<file path="config.mk">
export PLATFORM = sky130hd
export DESIGN_NAME = cubic_bezier_easing_unit_flat
export DESIGN_NICKNAME = d
export VERILOG_FILES = /design/src/rtl/cbe_pkg.sv /design/src/rtl/cbe_if.sv /design/src/rtl/cbe_csr.sv /design/src/rtl/cbe_dpath.sv /design/src/rtl/cbe_useq.sv /design/src/rtl/cubic_bezier_easing_unit.sv /design/src/flat_wrapper.sv
export SDC_FILE = /design/constraint.sdc
export NUM_CORES = 2
export LEC_CHECK = 0
export BUFFER_PORTS_ARGS = -buffer_cell sky130_fd_sc_hd__buf_2
export CAP_MARGIN = 30
export CORE_MARGIN = 3
export CORE_UTILIZATION = 65
export CTS_CLUSTER_DIAMETER = 80
export DETAILED_ROUTE_END_ITERATION = 8
export GPL_ROUTABILITY_DRIVEN = 0
export GPL_TIMING_DRIVEN = 0
export PLACE_DENSITY_LB_ADDON = 0.2
export SYNTH_ARGS = -nofsm -noshare
export SYNTH_HDL_FRONTEND = slang
export SYNTH_SLANG_ARGS = --single-unit
</file>
<file path="constraint.sdc">
create_clock -name clock -period 16.3 [get_ports clock]
set_clock_uncertainty 0.15 [all_clocks]
set_input_delay 4.075 -clock clock [delete_from_list [all_inputs] [get_ports clock]]
set_output_delay 4.075 -clock clock [all_outputs]
set_load 0.005 [all_outputs]
</file>
<file path="src/rtl/cbe_pkg.sv">
// cbe_pkg: shared types and constants of the cubic bezier easing unit
// fixed point format, register map, microcode word layout, sequencer states
// no dependencies
`default_nettype none

package cbe_pkg;

   // signed fixed point, ONE_Q means 1.0
   localparam int FRAC_BITS = 16;
   localparam int ONE_Q     = 1 << FRAC_BITS;
   localparam int EPS_Q     = (ONE_Q + 1000) / 2000;
   localparam int T_MAX     = 4 * ONE_Q;
   localparam int T_MIN     = -4 * ONE_Q;
   localparam int Y_MAX     = 3 * ONE_Q;
   localparam int Y_MIN     = -2 * ONE_Q;

   // datapath widths, sized for the full range of every register field
   localparam int T_W   = 20;
   localparam int K_W   = 22;
   localparam int TMP_W = 22;
   localparam int ACC_W = 32;
   localparam int OPA_W = 26;
   localparam int OPB_W = 24;

   localparam int CSR_ADDR_W = 5;
   localparam int CSR_DATA_W = 32;
   localparam int PC_W       = 4;

   typedef logic        [16:0]           progress_type;
   typedef logic signed [18:0]           eased_type;
   typedef logic        [16:0]           coord_x_type;
   typedef logic signed [18:0]           coord_y_type;
   typedef logic        [7:0]            cap_type;
   typedef logic        [CSR_ADDR_W-1:0] csr_addr_type;
   typedef logic        [CSR_DATA_W-1:0] csr_data_type;
   typedef logic        [PC_W-1:0]       pc_type;

   typedef struct packed {
      coord_x_type a_x;
      coord_y_type a_y;
      coord_x_type b_x;
      coord_y_type b_y;
      cap_type     cap;
   } cfg_type;

   typedef enum logic [2:0] {
      REG_A_X,
      REG_A_Y,
      REG_B_X,
      REG_B_Y,
      REG_CAP
   } reg_index_type;

   // multiplier operand, addend, destination and jump selects
   typedef enum logic [2:0] {A_K0, A_ACC, A_T, A_R0, A_R} opa_sel_type;
   typedef enum logic [2:0] {B_T, B_R, B_R1, B_AY, B_BY} opb_sel_type;
   typedef enum logic [1:0] {ADD_ZERO, ADD_K1, ADD_K2, ADD_NEGX} add_sel_type;
   typedef enum logic [2:0] {DST_NONE, DST_ACC, DST_R0, DST_R1, DST_YS} dst_type;
   typedef enum logic [1:0] {JMP_NONE, JMP_CAP, JMP_NCONV} jmp_type;

   typedef struct packed {
      opa_sel_type a_sel;
      opb_sel_type b_sel;
      add_sel_type add_sel;
      dst_type     dst;
      logic        ys_acc;
      logic        upd_t;
      jmp_type     jmp;
      pc_type      target;
      logic        done;
      logic        out_x;
   } ucode_type;

   typedef struct packed {
      logic cap_hit;
      logic converged;
   } stat_type;

   typedef enum logic {SEQ_IDLE, SEQ_RUN} seq_state_type;

endpackage

`default_nettype wire

</file>
<file path="src/rtl/cbe_if.sv">
// cbe_if: request and response channel interfaces of the easing unit
// valid/ready handshake with the payload; depends on cbe_pkg
`default_nettype none

interface cbe_req_if import cbe_pkg::*; ();
   logic         valid;
   logic         ready;
   progress_type progress;

   modport source (output valid, output progress, input ready);
   modport sink   (input valid, input progress, output ready);
endinterface

interface cbe_rsp_if import cbe_pkg::*; ();
   logic      valid;
   logic      ready;
   eased_type eased;

   modport source (output valid, output eased, input ready);
   modport sink   (input valid, input eased, output ready);
endinterface

`default_nettype wire

</file>
<file path="src/rtl/cbe_csr.sv">
// cbe_csr: APB-style configuration registers (control points, iteration cap)
// depends on cbe_pkg
`default_nettype none

module cbe_csr import cbe_pkg::*; (
   input  wire logic         clock,
   input  wire logic         reset,
   input  wire logic         psel,
   input  wire logic         penable,
   input  wire logic         pwrite,
   input  wire csr_addr_type paddr,
   input  wire csr_data_type pwdata,
   output csr_data_type      prdata,
   output cfg_type           cfg
);

   cfg_type       cfg_ff;
   cfg_type       cfg_in;
   reg_index_type index;
   logic          wr_en;

   assign index = reg_index_type'(paddr[CSR_ADDR_W-1:2]);
   assign wr_en = psel && penable && pwrite;

   always_comb begin
      cfg_in = cfg_ff;
      if (wr_en) begin
         case (index)
            REG_A_X: cfg_in.a_x = pwdata[16:0];
            REG_A_Y: cfg_in.a_y = pwdata[18:0];
            REG_B_X: cfg_in.b_x = pwdata[16:0];
            REG_B_Y: cfg_in.b_y = pwdata[18:0];
            REG_CAP: cfg_in.cap = pwdata[7:0];
            default: cfg_in = cfg_ff;
         endcase
      end
   end

   always_ff @(posedge clock) begin
      if (reset) begin
         cfg_ff.a_x <= 17'd27525;
         cfg_ff.a_y <= 19'sd0;
         cfg_ff.b_x <= 17'd38011;
         cfg_ff.b_y <= 19'sd65536;
         cfg_ff.cap <= 8'd8;
      end else begin
         cfg_ff <= cfg_in;
      end
   end

   always_comb begin
      case (index)
         REG_A_X: prdata = CSR_DATA_W'(cfg_ff.a_x);
         REG_A_Y: prdata = CSR_DATA_W'($signed(cfg_ff.a_y));
         REG_B_X: prdata = CSR_DATA_W'(cfg_ff.b_x);
         REG_B_Y: prdata = CSR_DATA_W'($signed(cfg_ff.b_y));
         REG_CAP: prdata = CSR_DATA_W'(cfg_ff.cap);
         default: prdata = '0;
      endcase
   end

   assign cfg = cfg_ff;

endmodule

`default_nettype wire

</file>
<file path="src/rtl/cbe_dpath.sv">
// cbe_dpath: shared rounding multiplier, adder and working registers
// executes one control word per cycle; depends on cbe_pkg
`default_nettype none

module cbe_dpath import cbe_pkg::*; (
   input  wire logic         clock,
   input  wire logic         load,
   input  wire progress_type progress,
   input  wire cfg_type      cfg,
   input  wire ucode_type    ctl,
   input  wire logic         take,
   output stat_type          stat,
   output eased_type         result
);

   localparam int PROD_W = OPA_W + OPB_W;
   localparam logic signed [PROD_W-1:0] HALF_P  = PROD_W'(ONE_Q >> 1);
   localparam logic signed [ACC_W-1:0]  EPS_P   = ACC_W'(EPS_Q);
   localparam logic signed [ACC_W-1:0]  NEPS_P  = ACC_W'(-EPS_Q);
   localparam logic signed [ACC_W:0]    T_HI    = (ACC_W+1)'(T_MAX);
   localparam logic signed [ACC_W:0]    T_LO    = (ACC_W+1)'(T_MIN);
   localparam logic signed [ACC_W-1:0]  Y_HI    = ACC_W'(Y_MAX);
   localparam logic signed [ACC_W-1:0]  Y_LO    = ACC_W'(Y_MIN);

   progress_type             x_ff,   x_in;
   logic signed [T_W-1:0]    t_ff,   t_in;
   logic signed [ACC_W-1:0]  acc_ff, acc_in;
   logic signed [TMP_W-1:0]  r0_ff,  r0_in;
   logic signed [TMP_W-1:0]  r1_ff,  r1_in;
   logic signed [ACC_W-1:0]  ys_ff,  ys_in;
   cap_type                  cnt_ff, cnt_in;

   logic signed [K_W-1:0]    ax, bx, ax3, bx3, k0, k1, k2;
   logic signed [T_W:0]      r_val;
   logic signed [OPA_W-1:0]  op_a;
   logic signed [OPB_W-1:0]  op_b;
   logic signed [PROD_W-1:0] prod, prod_rnd;
   logic signed [ACC_W-1:0]  mul_q, addend, mul_sum, ys3;
   logic signed [ACC_W:0]    t_diff;
   logic signed [T_W-1:0]    t_sat;
   eased_type                y_sat;

   // polynomial coefficients of x(t); the user keeps cfg stable while a request is in flight, not enforced here
   assign ax  = $signed(K_W'(cfg.a_x));
   assign bx  = $signed(K_W'(cfg.b_x));
   assign ax3 = ax + (ax <<< 1);
   assign bx3 = bx + (bx <<< 1);
   assign k0  = K_W'(ONE_Q) + ax3 - bx3;
   assign k1  = bx3 - (ax3 <<< 1);
   assign k2  = ax3;

   assign r_val = (T_W+1)'(ONE_Q) - (T_W+1)'(t_ff);

   always_comb begin
      case (ctl.a_sel)
         A_K0:    op_a = OPA_W'(k0);
         A_ACC:   op_a = OPA_W'(acc_ff);
         A_T:     op_a = OPA_W'(t_ff);
         A_R0:    op_a = OPA_W'(r0_ff);
         A_R:     op_a = OPA_W'(r_val);
         default: op_a = '0;
      endcase
      case (ctl.b_sel)
         B_T:     op_b = OPB_W'(t_ff);
         B_R:     op_b = OPB_W'(r_val);
         B_R1:    op_b = OPB_W'(r1_ff);
         B_AY:    op_b = OPB_W'($signed(cfg.a_y));
         B_BY:    op_b = OPB_W'($signed(cfg.b_y));
         default: op_b = '0;
      endcase
      case (ctl.add_sel)
         ADD_ZERO: addend = '0;
         ADD_K1:   addend = ACC_W'(k1);
         ADD_K2:   addend = ACC_W'(k2);
         ADD_NEGX: addend = ACC_W'(0) - $signed(ACC_W'(x_ff));
         default:  addend = '0;
      endcase
   end

   // round to nearest, ties up: arithmetic shift after adding one half
   assign prod     = op_a * op_b;
   assign prod_rnd = prod + HALF_P;
   assign mul_q    = $signed(prod_rnd[FRAC_BITS +: ACC_W]);
   assign mul_sum  = mul_q + addend;
   assign ys3      = ys_ff + acc_ff + (acc_ff <<< 1);

   // newton-like step t - floor(ft/2), clamped
   assign t_diff = (ACC_W+1)'(t_ff) - (ACC_W+1)'(acc_ff >>> 1);
   always_comb begin
      if (t_diff > T_HI) begin
         t_sat = T_W'(T_HI);
      end else if (t_diff < T_LO) begin
         t_sat = T_W'(T_LO);
      end else begin
         t_sat = T_W'(t_diff);
      end
      if (ys_ff > Y_HI) begin
         y_sat = eased_type'(Y_HI);
      end else if (ys_ff < Y_LO) begin
         y_sat = eased_type'(Y_LO);
      end else begin
         y_sat = eased_type'(ys_ff);
      end
   end

   always_comb begin
      x_in   = x_ff;
      t_in   = t_ff;
      cnt_in = cnt_ff;
      acc_in = (ctl.dst == DST_ACC) ? mul_sum : acc_ff;
      r0_in  = (ctl.dst == DST_R0) ? TMP_W'(mul_sum) : r0_ff;
      r1_in  = (ctl.dst == DST_R1) ? TMP_W'(mul_sum) : r1_ff;
      if (ctl.dst == DST_YS) begin
         ys_in = mul_sum;
      end else if (ctl.ys_acc) begin
         ys_in = ys3;
      end else begin
         ys_in = ys_ff;
      end
      if (load) begin
         x_in   = progress;
         t_in   = $signed(T_W'(progress));
         cnt_in = '0;
      end else if (ctl.upd_t && take) begin
         t_in   = t_sat;
         cnt_in = cnt_ff + 8'd1;
      end
   end

   always_ff @(posedge clock) begin
      x_ff   <= x_in;
      t_ff   <= t_in;
      cnt_ff <= cnt_in;
      acc_ff <= acc_in;
      r0_ff  <= r0_in;
      r1_ff  <= r1_in;
      ys_ff  <= ys_in;
   end

   assign stat.cap_hit   = (cnt_ff == cfg.cap);
   assign stat.converged = (acc_ff <= EPS_P) && (acc_ff >= NEPS_P);
   assign result         = ctl.out_x ? eased_type'(x_ff) : y_sat;

endmodule

`default_nettype wire

</file>
<file path="src/rtl/cbe_useq.sv">
// cbe_useq: microcode sequencer with program rom, step counter and branches
// drives cbe_dpath control words; depends on cbe_pkg
`default_nettype none

module cbe_useq import cbe_pkg::*; (
   input  wire logic     clock,
   input  wire logic     reset,
   input  wire logic     start,
   input  wire logic     diag,
   input  wire stat_type stat,
   input  wire logic     out_free,
   output ucode_type     ctl,
   output logic          take,
   output logic          ready,
   output logic          fire
);

   localparam pc_type PC_LOOP = 4'd0;
   localparam pc_type PC_FIN  = 4'd4;
   localparam pc_type PC_PASS = 4'd13;

   localparam ucode_type UC_NOP = '{
      a_sel: A_T, b_sel: B_T, add_sel: ADD_ZERO, dst: DST_NONE, ys_acc: 1'b0,
      upd_t: 1'b0, jmp: JMP_NONE, target: PC_LOOP, done: 1'b0, out_x: 1'b0};

   function automatic ucode_type rom(input pc_type pc);
      ucode_type w;
      w = UC_NOP;
      case (pc)
         // ft = ((k0*t + k1)*t + k2)*t - x, leave once the cap is reached
         4'd0: begin
            w.a_sel = A_K0; w.add_sel = ADD_K1; w.dst = DST_ACC;
            w.jmp = JMP_CAP; w.target = PC_FIN;
         end
         4'd1: begin
            w.a_sel = A_ACC; w.add_sel = ADD_K2; w.dst = DST_ACC;
         end
         4'd2: begin
            w.a_sel = A_ACC; w.add_sel = ADD_NEGX; w.dst = DST_ACC;
         end
         4'd3: begin
            w.upd_t = 1'b1; w.jmp = JMP_NCONV; w.target = PC_LOOP;
         end
         // y(t) with r = 1 - t
         4'd4: begin
            w.a_sel = A_T; w.b_sel = B_T; w.dst = DST_R0;
         end
         4'd5: begin
            w.a_sel = A_R0; w.b_sel = B_T; w.dst = DST_YS;
         end
         4'd6: begin
            w.a_sel = A_R; w.b_sel = B_R; w.dst = DST_R1;
         end
         4'd7: begin
            w.a_sel = A_R0; w.b_sel = B_R; w.dst = DST_ACC;
         end
         4'd8: begin
            w.a_sel = A_ACC; w.b_sel = B_BY; w.dst = DST_ACC;
         end
         4'd9: begin
            w.a_sel = A_T; w.b_sel = B_R1; w.dst = DST_ACC; w.ys_acc = 1'b1;
         end
         4'd10: begin
            w.a_sel = A_ACC; w.b_sel = B_AY; w.dst = DST_ACC;
         end
         4'd11: begin
            w.ys_acc = 1'b1;
         end
         4'd12: begin
            w.done = 1'b1;
         end
         4'd13: begin
            w.done = 1'b1; w.out_x = 1'b1;
         end
         default: w = UC_NOP;
      endcase
      return w;
   endfunction

   seq_state_type state_ff, state_in;
   pc_type        pc_ff,    pc_in;
   ucode_type     uc;

   assign uc = rom(pc_ff);

   // next state and step
   always_comb begin
      state_in = state_ff;
      pc_in    = pc_ff;
      case (state_ff)
         SEQ_IDLE: begin
            if (start) begin
               state_in = SEQ_RUN;
               pc_in    = diag ? PC_PASS : PC_LOOP;
            end
         end
         SEQ_RUN: begin
            if (uc.done) begin
               if (out_free) begin
                  state_in = SEQ_IDLE;
               end
            end else if (take) begin
               pc_in = uc.target;
            end else begin
               pc_in = pc_ff + PC_W'(1);
            end
         end
         default: state_in = SEQ_IDLE;
      endcase
   end

   // outputs
   always_comb begin
      ready = (state_ff == SEQ_IDLE);
      ctl   = (state_ff == SEQ_RUN) ? uc : UC_NOP;
      fire  = (state_ff == SEQ_RUN) && uc.done && out_free;
      take  = 1'b0;
      if (state_ff == SEQ_RUN) begin
         case (uc.jmp)
            JMP_NONE:  take = 1'b0;
            JMP_CAP:   take = stat.cap_hit;
            JMP_NCONV: take = !stat.converged;
            default:   take = 1'b0;
         endcase
      end
   end

   always_ff @(posedge clock) begin
      if (reset) begin
         state_ff <= SEQ_IDLE;
         pc_ff    <= PC_LOOP;
      end else begin
         state_ff <= state_in;
         pc_ff    <= pc_in;
      end
   end

endmodule

`default_nettype wire

</file>
<file path="src/rtl/cubic_bezier_easing_unit.sv">
// channel   dir  handshake        payload
// req       in   valid/ready      progress  17b unsigned Q16 x
// rsp       out  valid/ready      eased     19b signed   Q16 y, saturated
// csr       in   apb psel/penable a_x, a_y, b_x, b_y, iteration cap
//
// one request at a time on the shared multiplier: refinement passes evaluate ft and update t
// until ft converges or the iteration cap ends them, then the y steps build the eased value;
// with diagonal control points x is passed through as y and both are skipped
// the next request is accepted only once the response has been issued
// reset is synchronous and clears the sequencer and the output valid, and loads the csr defaults
// a stalled response holds the sequencer on its last step and the next request waits
`default_nettype none

module cubic_bezier_easing_unit import cbe_pkg::*; (
   input  wire logic         clock,
   input  wire logic         reset,
   cbe_req_if.sink           req,
   cbe_rsp_if.source         rsp,
   input  wire logic         psel,
   input  wire logic         penable,
   input  wire logic         pwrite,
   input  wire csr_addr_type paddr,
   input  wire csr_data_type pwdata,
   output csr_data_type      prdata,
   output logic              pready
);

   cfg_type   cfg;
   ucode_type ctl;
   stat_type  stat;
   eased_type result;
   logic      take, seq_ready, fire, accept, out_free, diag;

   logic      rsp_valid_ff, rsp_valid_in;
   eased_type rsp_eased_ff, rsp_eased_in;

   cbe_csr u_cbe_csr (
      .clock   (clock),
      .reset   (reset),
      .psel    (psel),
      .penable (penable),
      .pwrite  (pwrite),
      .paddr   (paddr),
      .pwdata  (pwdata),
      .prdata  (prdata),
      .cfg     (cfg)
   );

   assign pready = 1'b1;

   // both control points on the diagonal: identity curve
   assign diag = ($signed({2'b00, cfg.a_x}) == cfg.a_y) &&
                 ($signed({2'b00, cfg.b_x}) == cfg.b_y);

   assign accept    = req.valid && seq_ready;
   assign req.ready = seq_ready;
   assign out_free  = !rsp_valid_ff || rsp.ready;

   cbe_useq u_cbe_useq (
      .clock    (clock),
      .reset    (reset),
      .start    (accept),
      .diag     (diag),
      .stat     (stat),
      .out_free (out_free),
      .ctl      (ctl),
      .take     (take),
      .ready    (seq_ready),
      .fire     (fire)
   );

   cbe_dpath u_cbe_dpath (
      .clock    (clock),
      .load     (accept),
      .progress (req.progress),
      .cfg      (cfg),
      .ctl      (ctl),
      .take     (take),
      .stat     (stat),
      .result   (result)
   );

   always_comb begin
      rsp_valid_in = rsp_valid_ff;
      rsp_eased_in = rsp_eased_ff;
      if (fire) begin
         rsp_valid_in = 1'b1;
         rsp_eased_in = result;
      end else if (rsp.ready) begin
         rsp_valid_in = 1'b0;
      end
   end

   always_ff @(posedge clock) begin
      if (reset) begin
         rsp_valid_ff <= 1'b0;
      end else begin
         rsp_valid_ff <= rsp_valid_in;
      end
      rsp_eased_ff <= rsp_eased_in;
   end

   assign rsp.valid = rsp_valid_ff;
   assign rsp.eased = rsp_eased_ff;

endmodule

`default_nettype wire

</file>
<file path="src/flat_wrapper.sv">
// flat-port wrapper written by rule: the top's interface ports become plain ports
module cubic_bezier_easing_unit_flat import cbe_pkg::*;
  (clock, reset, psel, penable, pwrite, paddr, pwdata, prdata, pready, req_valid, req_progress, req_ready, rsp_valid, rsp_eased, rsp_ready);
  cbe_req_if req_i ();
  cbe_rsp_if rsp_i ();
  input  wire logic clock;
  input  wire logic reset;
  input  wire logic psel;
  input  wire logic penable;
  input  wire logic pwrite;
  input  wire csr_addr_type paddr;
  input  wire csr_data_type pwdata;
  output csr_data_type prdata;
  output logic pready;
  input wire logic [$bits(req_i.valid)-1:0] req_valid;
  input wire logic [$bits(req_i.progress)-1:0] req_progress;
  output wire logic [$bits(req_i.ready)-1:0] req_ready;
  output wire logic [$bits(rsp_i.valid)-1:0] rsp_valid;
  output wire logic [$bits(rsp_i.eased)-1:0] rsp_eased;
  input wire logic [$bits(rsp_i.ready)-1:0] rsp_ready;
  assign req_i.valid = req_valid;
  assign req_i.progress = req_progress;
  assign req_ready = req_i.ready;
  assign rsp_valid = rsp_i.valid;
  assign rsp_eased = rsp_i.eased;
  assign rsp_i.ready = rsp_ready;
  cubic_bezier_easing_unit u_core (.clock(clock), .reset(reset), .req(req_i), .rsp(rsp_i), .psel(psel), .penable(penable), .pwrite(pwrite), .paddr(paddr), .pwdata(pwdata), .prdata(prdata), .pready(pready));
endmodule
</file>
After elaboration in Yosys (flattened, before gate mapping) --
Cells that the tools add are included.
Word-level totals: register bits after elaboration 258, latch bits 0, memory bits (writable) 0, bits in read-only memories 0, output and inout port bits 54, logic and storage cells 148, memories kept 0
Operators by class: $add $sub $neg 14, $mul 1, divide/modulo/power cells 0, magnitude comparators 6, equality and inequality tests 39, shift operators 0, multiplexer cells 36, bitwise gates (word level) 1, reductions and logical operators 32
Operators with widths (count):
- $pmux W32 S5 | 1
- $pmux W26 S5 | 1
- $pmux W32 S4 | 1
- $pmux W24 S5 | 1
- $add A32 B32 Y32 | 3
- $mux W32 | 2
- $mux W17 | 3
- $add A48 B17 Y48 const B | 1
- $mul A26 B24 Y48 | 1
- $mux W20 | 2
- $add A17 B18 Y19 | 2
- $eq A18 B19 Y1 | 2
- $pmux W3 S4 | 3
- $ge A32 B7 Y1 const B | 1
- $gt A32 B19 Y1 const B | 1
- $gt A32 B20 Y1 const B | 1
- $le A32 B7 Y1 const B | 1
- $lt A32 B18 Y1 const B | 1
- $lt A32 B19 Y1 const B | 1
- $sub A20 B31 Y32 | 1
- $eq A3 B2 Y1 const B | 8
- $eq A4 B4 Y1 const B | 6
- $mux W21 | 1
- $sub A18 B20 Y21 const A | 1
- other kinds (35) | 83

Logic depth before layout (Yosys ltp) --
depth in word-level cells 10, mapped depth 64

Cells and area by module --
From an unflattened synthesis, not the netlist that was laid out.
Second synthesis, totals: cell total of the unflattened synthesis 4996, area total of the unflattened synthesis 44983.1 um^2
Modules (own cells, without submodules):
- cbe_dpath | instances 1, cells each 4438, area an instance 39271.4 um^2, sequential area each 4484.3 um^2
- cbe_csr | instances 1, cells each 390, area an instance 4035.1 um^2, sequential area each 1601.5 um^2
- cubic_bezier_easing_unit | instances 1, cells each 74, area an instance 1022.2 um^2, sequential area each 590.6 um^2
- cbe_useq | instances 1, cells each 94, area an instance 654.4 um^2, sequential area each 100.1 um^2

Worst setup path after synthesis --
No wires, ideal clock.
path kind reg2reg, start point register u_core.u_cbe_csr.cfg_ff (netlist bit u_core.u_cbe_csr.cfg[63]), end point register u_core.u_cbe_dpath.ys_ff[31], data pin, arrival time 14090 ps, required time 15890 ps, setup slack 1800 ps, cell stages (with the launch flop) 58, path buffers 3, clock period less this slack 14500 ps, cells stage by stage dfxtp_1 ha_1 inv_1 fa_1 nor2b_1 o21ai_0 a21boi_0 o21ai_0 nand2b_1 a21o_1 a21o_1 a31oi_1 a2111oi_0 nor2_1 o311ai_0 ha_1 ha_1 and2_1 (+22 left out) a21o_1 a211oi_1 o31ai_2 and3_1 nand2b_1 xor2_1 ha_1 clkbuf_1 a21oi_1 o21ai_0 a221o_1 a21oi_1 nor2b_1 o21ai_0 a311o_1 xnor3_1 xnor2_1 mux2_2
Between the ends: word-level cells in the longest chain between the ends 8
RTL lines:
- start, declared | RTL line cbe_csr.sv:17 | cfg_type cfg_ff;
- start signal, assigned | RTL line cbe_csr.sv:47 | cfg_ff <= cfg_in;
- $add A17 B18 Y19 (*) | RTL line cbe_dpath.sv:46 | assign ax3 = ax + (ax <<< 1);
- $add A17 B19 Y20 | RTL line cbe_dpath.sv:48 | assign k0 = K_W'(ONE_Q) + ax3 - bx3;
- $sub A20 B19 Y21 | RTL line cbe_dpath.sv:48
- $pmux W26 S5 | RTL line cbe_dpath.sv:55 | case (ctl.a_sel)
- $mul A26 B24 Y48 | RTL line cbe_dpath.sv:81 | assign prod = op_a * op_b;
- $add A48 B17 Y48 | RTL line cbe_dpath.sv:82 | assign prod_rnd = prod + HALF_P;
- $add A32 B32 Y32 (*) | RTL line cbe_dpath.sv:84 | assign mul_sum = mul_q + addend;
- net u_core.u_cbe_dpath.mul_sum[31] | RTL line cbe_dpath.sv:38 | logic signed [ACC_W-1:0] mul_q, addend, mul_sum, ys3;
- $mux W32 (*) | RTL line cbe_dpath.sv:113 | if (ctl.dst == DST_YS) begin
- net u_core.u_cbe_dpath.ys_in[31] | RTL line cbe_dpath.sv:30 | logic signed [ACC_W-1:0] ys_ff, ys_in;
- end signal, assigned | RTL line cbe_dpath.sv:137 | ys_ff <= ys_in;
- end, declared | RTL line cbe_dpath.sv:30
The timed path passes the listed nets; every way through them passes the cells marked *. A chain may end at the register's enable or synchronous reset.

Worst setup path in the final report --
Same ends and word-level chain as after synthesis.

==> metrics.md <==
| Metric | Value |
|---|---|
| CORE AREA | 66,300 um2 |
| Vias in the first global route | 38,683 |
| Max Slew Vio Count | 0 |
| Minimum clock period | 15,690 ps |
| Sequential cell area | 6780 um2 |
| H-tree levels | 1 |
| Synth Instances | 5,029 |
| CTS Hold Bufs | 0 |
| Drc violations | 18 |
| Pin count of the biggest net entering global routing | 33 |
| Final nets | 6,282 |
| Util after Layout | 70.8% |
| Setup Crit Path Kind | flop to flop |
| Die ar. | 70,700 um2 |
| Achievable Freq | 63.7 MHz |
| Clock tree root buffer cell | clkbuf_16 |
| Met3 usage | 14.3% |
| Fin Setup TNS | 0 ps |
| Most common cell on crit path | fa_1 |
| Share of the synthesized area in the top cell type | 30.6% |
| Final Hold Viols | 0 |
| CTS tree | built |
| Clk sinks | 258 |
| Initial Util | 66.2% |
| Placed Instance Area | 45,900 um2 |
| Multi-input logic area | 33,300 um2 |
| Critical path peak fanout | 10 |
| Number of synthesized register bits | 258 |
| Cell Area, Synth | 43,900 um2 |
| Yosys warnings | 0 |
| Max Cap Violations | 0 |
| Gr ovfl total | 0 |
| Worst Max-Slew Pin Slew | 1340 ps |
| Setup slack after layout | 611 ps |
| IO buf count | 95 |
| Initial antenna violation count | 5 |
| First-pass GRT wire length | 224,000 um |
| Area Overhead vs Synth | 6.96% |
| Detail Route Antenna Nets | 0 |
| Met1 usage in global routing | 54.7% |
| Distinct cells, synth | 91 |
| Critical Path RT | 16,480 ps |
| Pre-CTS setup slack | -1450 ps |
| Die height | 266 um |
| Failing checks | DRC |
| Status | finished, violations left |
| Fraction of layout cells with a size suffix above 1 | 6.27% |
| Routed wire length | 147,000 um |
| Syn Nets | 6,118 |
| Vias/cell | 6.42 |
| GRT met2 Usage | 61.0% |
| Setup violators final | 0 |
| Worst Setup End Kind | flop |
| CP startpoint kind | flop |
| Synth Flop Type | edfxtp_1 |
| Via count | 38,986 |
| CTS Buf Count | 25 |
| Cell taking the most area after synthesis | fa_1 |
| Async SR Flop Fraction | 0% |
| Busiest grt layer | met2 |
| Seq/Total Area, Yosys | 15.4% |
| Synth top area cells | fa_1 (31%), edfxtp_1 (11%), ha_1 (10%) |
| Pre-Repair DR Iteration Count | 9 |
| ANT cells | 0 |
| Clk_lat worst skew | 570 ps |
| Critical-path top delay cell | o31ai_1 |
| Crit path largest cell delay | 890 ps |
| Relative slew slack | 11.0% |
| Clk slew on worst S/H paths | 70 ps |
| EDFF count, synth | 161 |
| Period utilisation layout | 96.2% |
| GRT Util Overall | 41.9% |
| Final instance area | 47,000 um2 |
| Initial drt markers | 4,959 |
| Die width | 266 um |
| Boundary Pins | 115 |
| Post-DP HPWL | 120,000 um |
| Deepest clock path buffer count | 3 |
| Drt wl/cell | 24.2 um |
| Worst hold path class | flop to flop |
| Worst Path Arrival | 15,870 ps |
| Fillers | 5,267 |
| Std-Cell Rows | 94 |
| Avg Cell Area, Syn | 8.73 um2 |
## area by class of cell
class,instances,share of cell area [%]
Buffer,200,1.78
Multi-Input combinational cell,3714,70.9
Tap cell,864,2.30
Timing Repair Buffer,142,1.96
Clock inverter,15,0.378
Sequential cell,258,14.4
Clock buffer,31,1.42
Inverter,852,6.81
## final timing paths
check                                                            from                                      to  slack [ps]  cells past startpoint
worst max-delay path            u_core.u_cbe_csr.cfg[63]$_SDFFE_PP1P_  u_core.u_cbe_dpath.ys_ff[31]$_DFFE_PP_         610                     57
worst min register to register          u_core.rsp.valid$_SDFFE_PP0P_           u_core.rsp.valid$_SDFFE_PP0P_         360                      2
worst max register to register  u_core.u_cbe_csr.cfg[63]$_SDFFE_PP1P_  u_core.u_cbe_dpath.ys_ff[31]$_DFFE_PP_         610                     57
worst min-delay path                    u_core.rsp.valid$_SDFFE_PP0P_           u_core.rsp.valid$_SDFFE_PP0P_         360                      2
## kinds of logic (layout without fill, tap and decap cells)
logic type / Yosys count / count (layout) / share of synthesized area [%]
AND/OR/NAND/NOR: 1522 / 1522 / 15.2
buffers and inverters: 1057 / 1240 / 9.19
adder cells (fa/ha/maj): 1028 / 1028 / 40.8
AO/OA/AOI/OAI: 854 / 854 / 12.8
flip-flops: 258 / 258 / 15.4
XOR/XNOR: 256 / 256 / 5.14
multiplexers: 53 / 53 / 1.48
other: 1 / 1 / 0.00854
## sequential cells by signal, summed over array words and instances, names as in the netlist, 17 cells and up
| name | flops |
|---|---|
| u_core.u_cbe_dpath.t_ff | 20 |
| u_core.u_cbe_dpath.ys_ff | 32 |
| u_core.u_cbe_dpath.r1_ff | 22 |
| u_core.u_cbe_csr.cfg | 80 |
| u_core.u_cbe_dpath.r0_ff | 22 |
| u_core.rsp.eased | 19 |
| u_core.u_cbe_dpath.x_ff | 17 |
| u_core.u_cbe_dpath.acc_ff | 32 |
## per-layer routing
metal	routed length [um]	share of wire, %
met1	52100	35
met2	60300	41
met3	22800	15
met4	11800	8.0
met5	30	0.020
## critical path, delay by kind of cell, from the launching register on
family                   cells  cell delay (ps)
adder cells (fa/ha/maj)     13             5560
buffers and inverters        7             1040
AO/OA/AOI/OAI               20             4900
AND/OR/NAND/NOR             11             1510
multiplexers                 1              300
flip-flops                   1              480
XOR/XNOR                     5             1510
## cell usage after synthesis, types with 26 or more instances
master	instances
ha_1	357
nor4_1	28
a21o_1	85
a211oi_1	26
o21a_1	35
fa_1	671
xnor2_1	150
nor3_1	54
nand3_1	52
o21ai_0	155
nor2b_1	33
dfxtp_1	97
xor2_1	105
a31oi_1	41
inv_1	851
edfxtp_1	161
and3_1	28
nand4_1	32
mux2i_1	39
clkbuf_1	170
and2_1	37
nand2_1	758
nor2_1	371
a21oi_1	248
## stage by stage
step	cells	hold slack, ps
2_1_floorplan	5029	307
3_3_place_gp	5988	330
3_5_place_dp	6026	338
4_1_cts	6070	357
5_1_grt	6076	396
6_report	6076	356
## repair_timing
item	4_1_cts	5_1_grt
gates resized for setup	7	43
setup buffers	0	2
setup endpoints to repair	17	14
pin swaps	1	3
## placed cells by master (no fill, tap or decap), types with 44 or more instances in the layout
master	netlist	routed
o21ai_0	155	152
xnor2_1	150	150
ha_1	357	357
nand3_1	52	52
fa_1	671	669
nor3_1	54	52
dfxtp_1	97	94
a21o_1	85	85
nor2_1	371	371
buf_4	15	44
edfxtp_1	161	161
xor2_1	105	105
nand2_1	758	758
clkbuf_1	170	159
buf_2	9	108
inv_1	851	851
a21oi_1	248	246
Power is not shown: default switching activity piles up to over one toggle a cycle in this logic, so the estimate is an artifact.
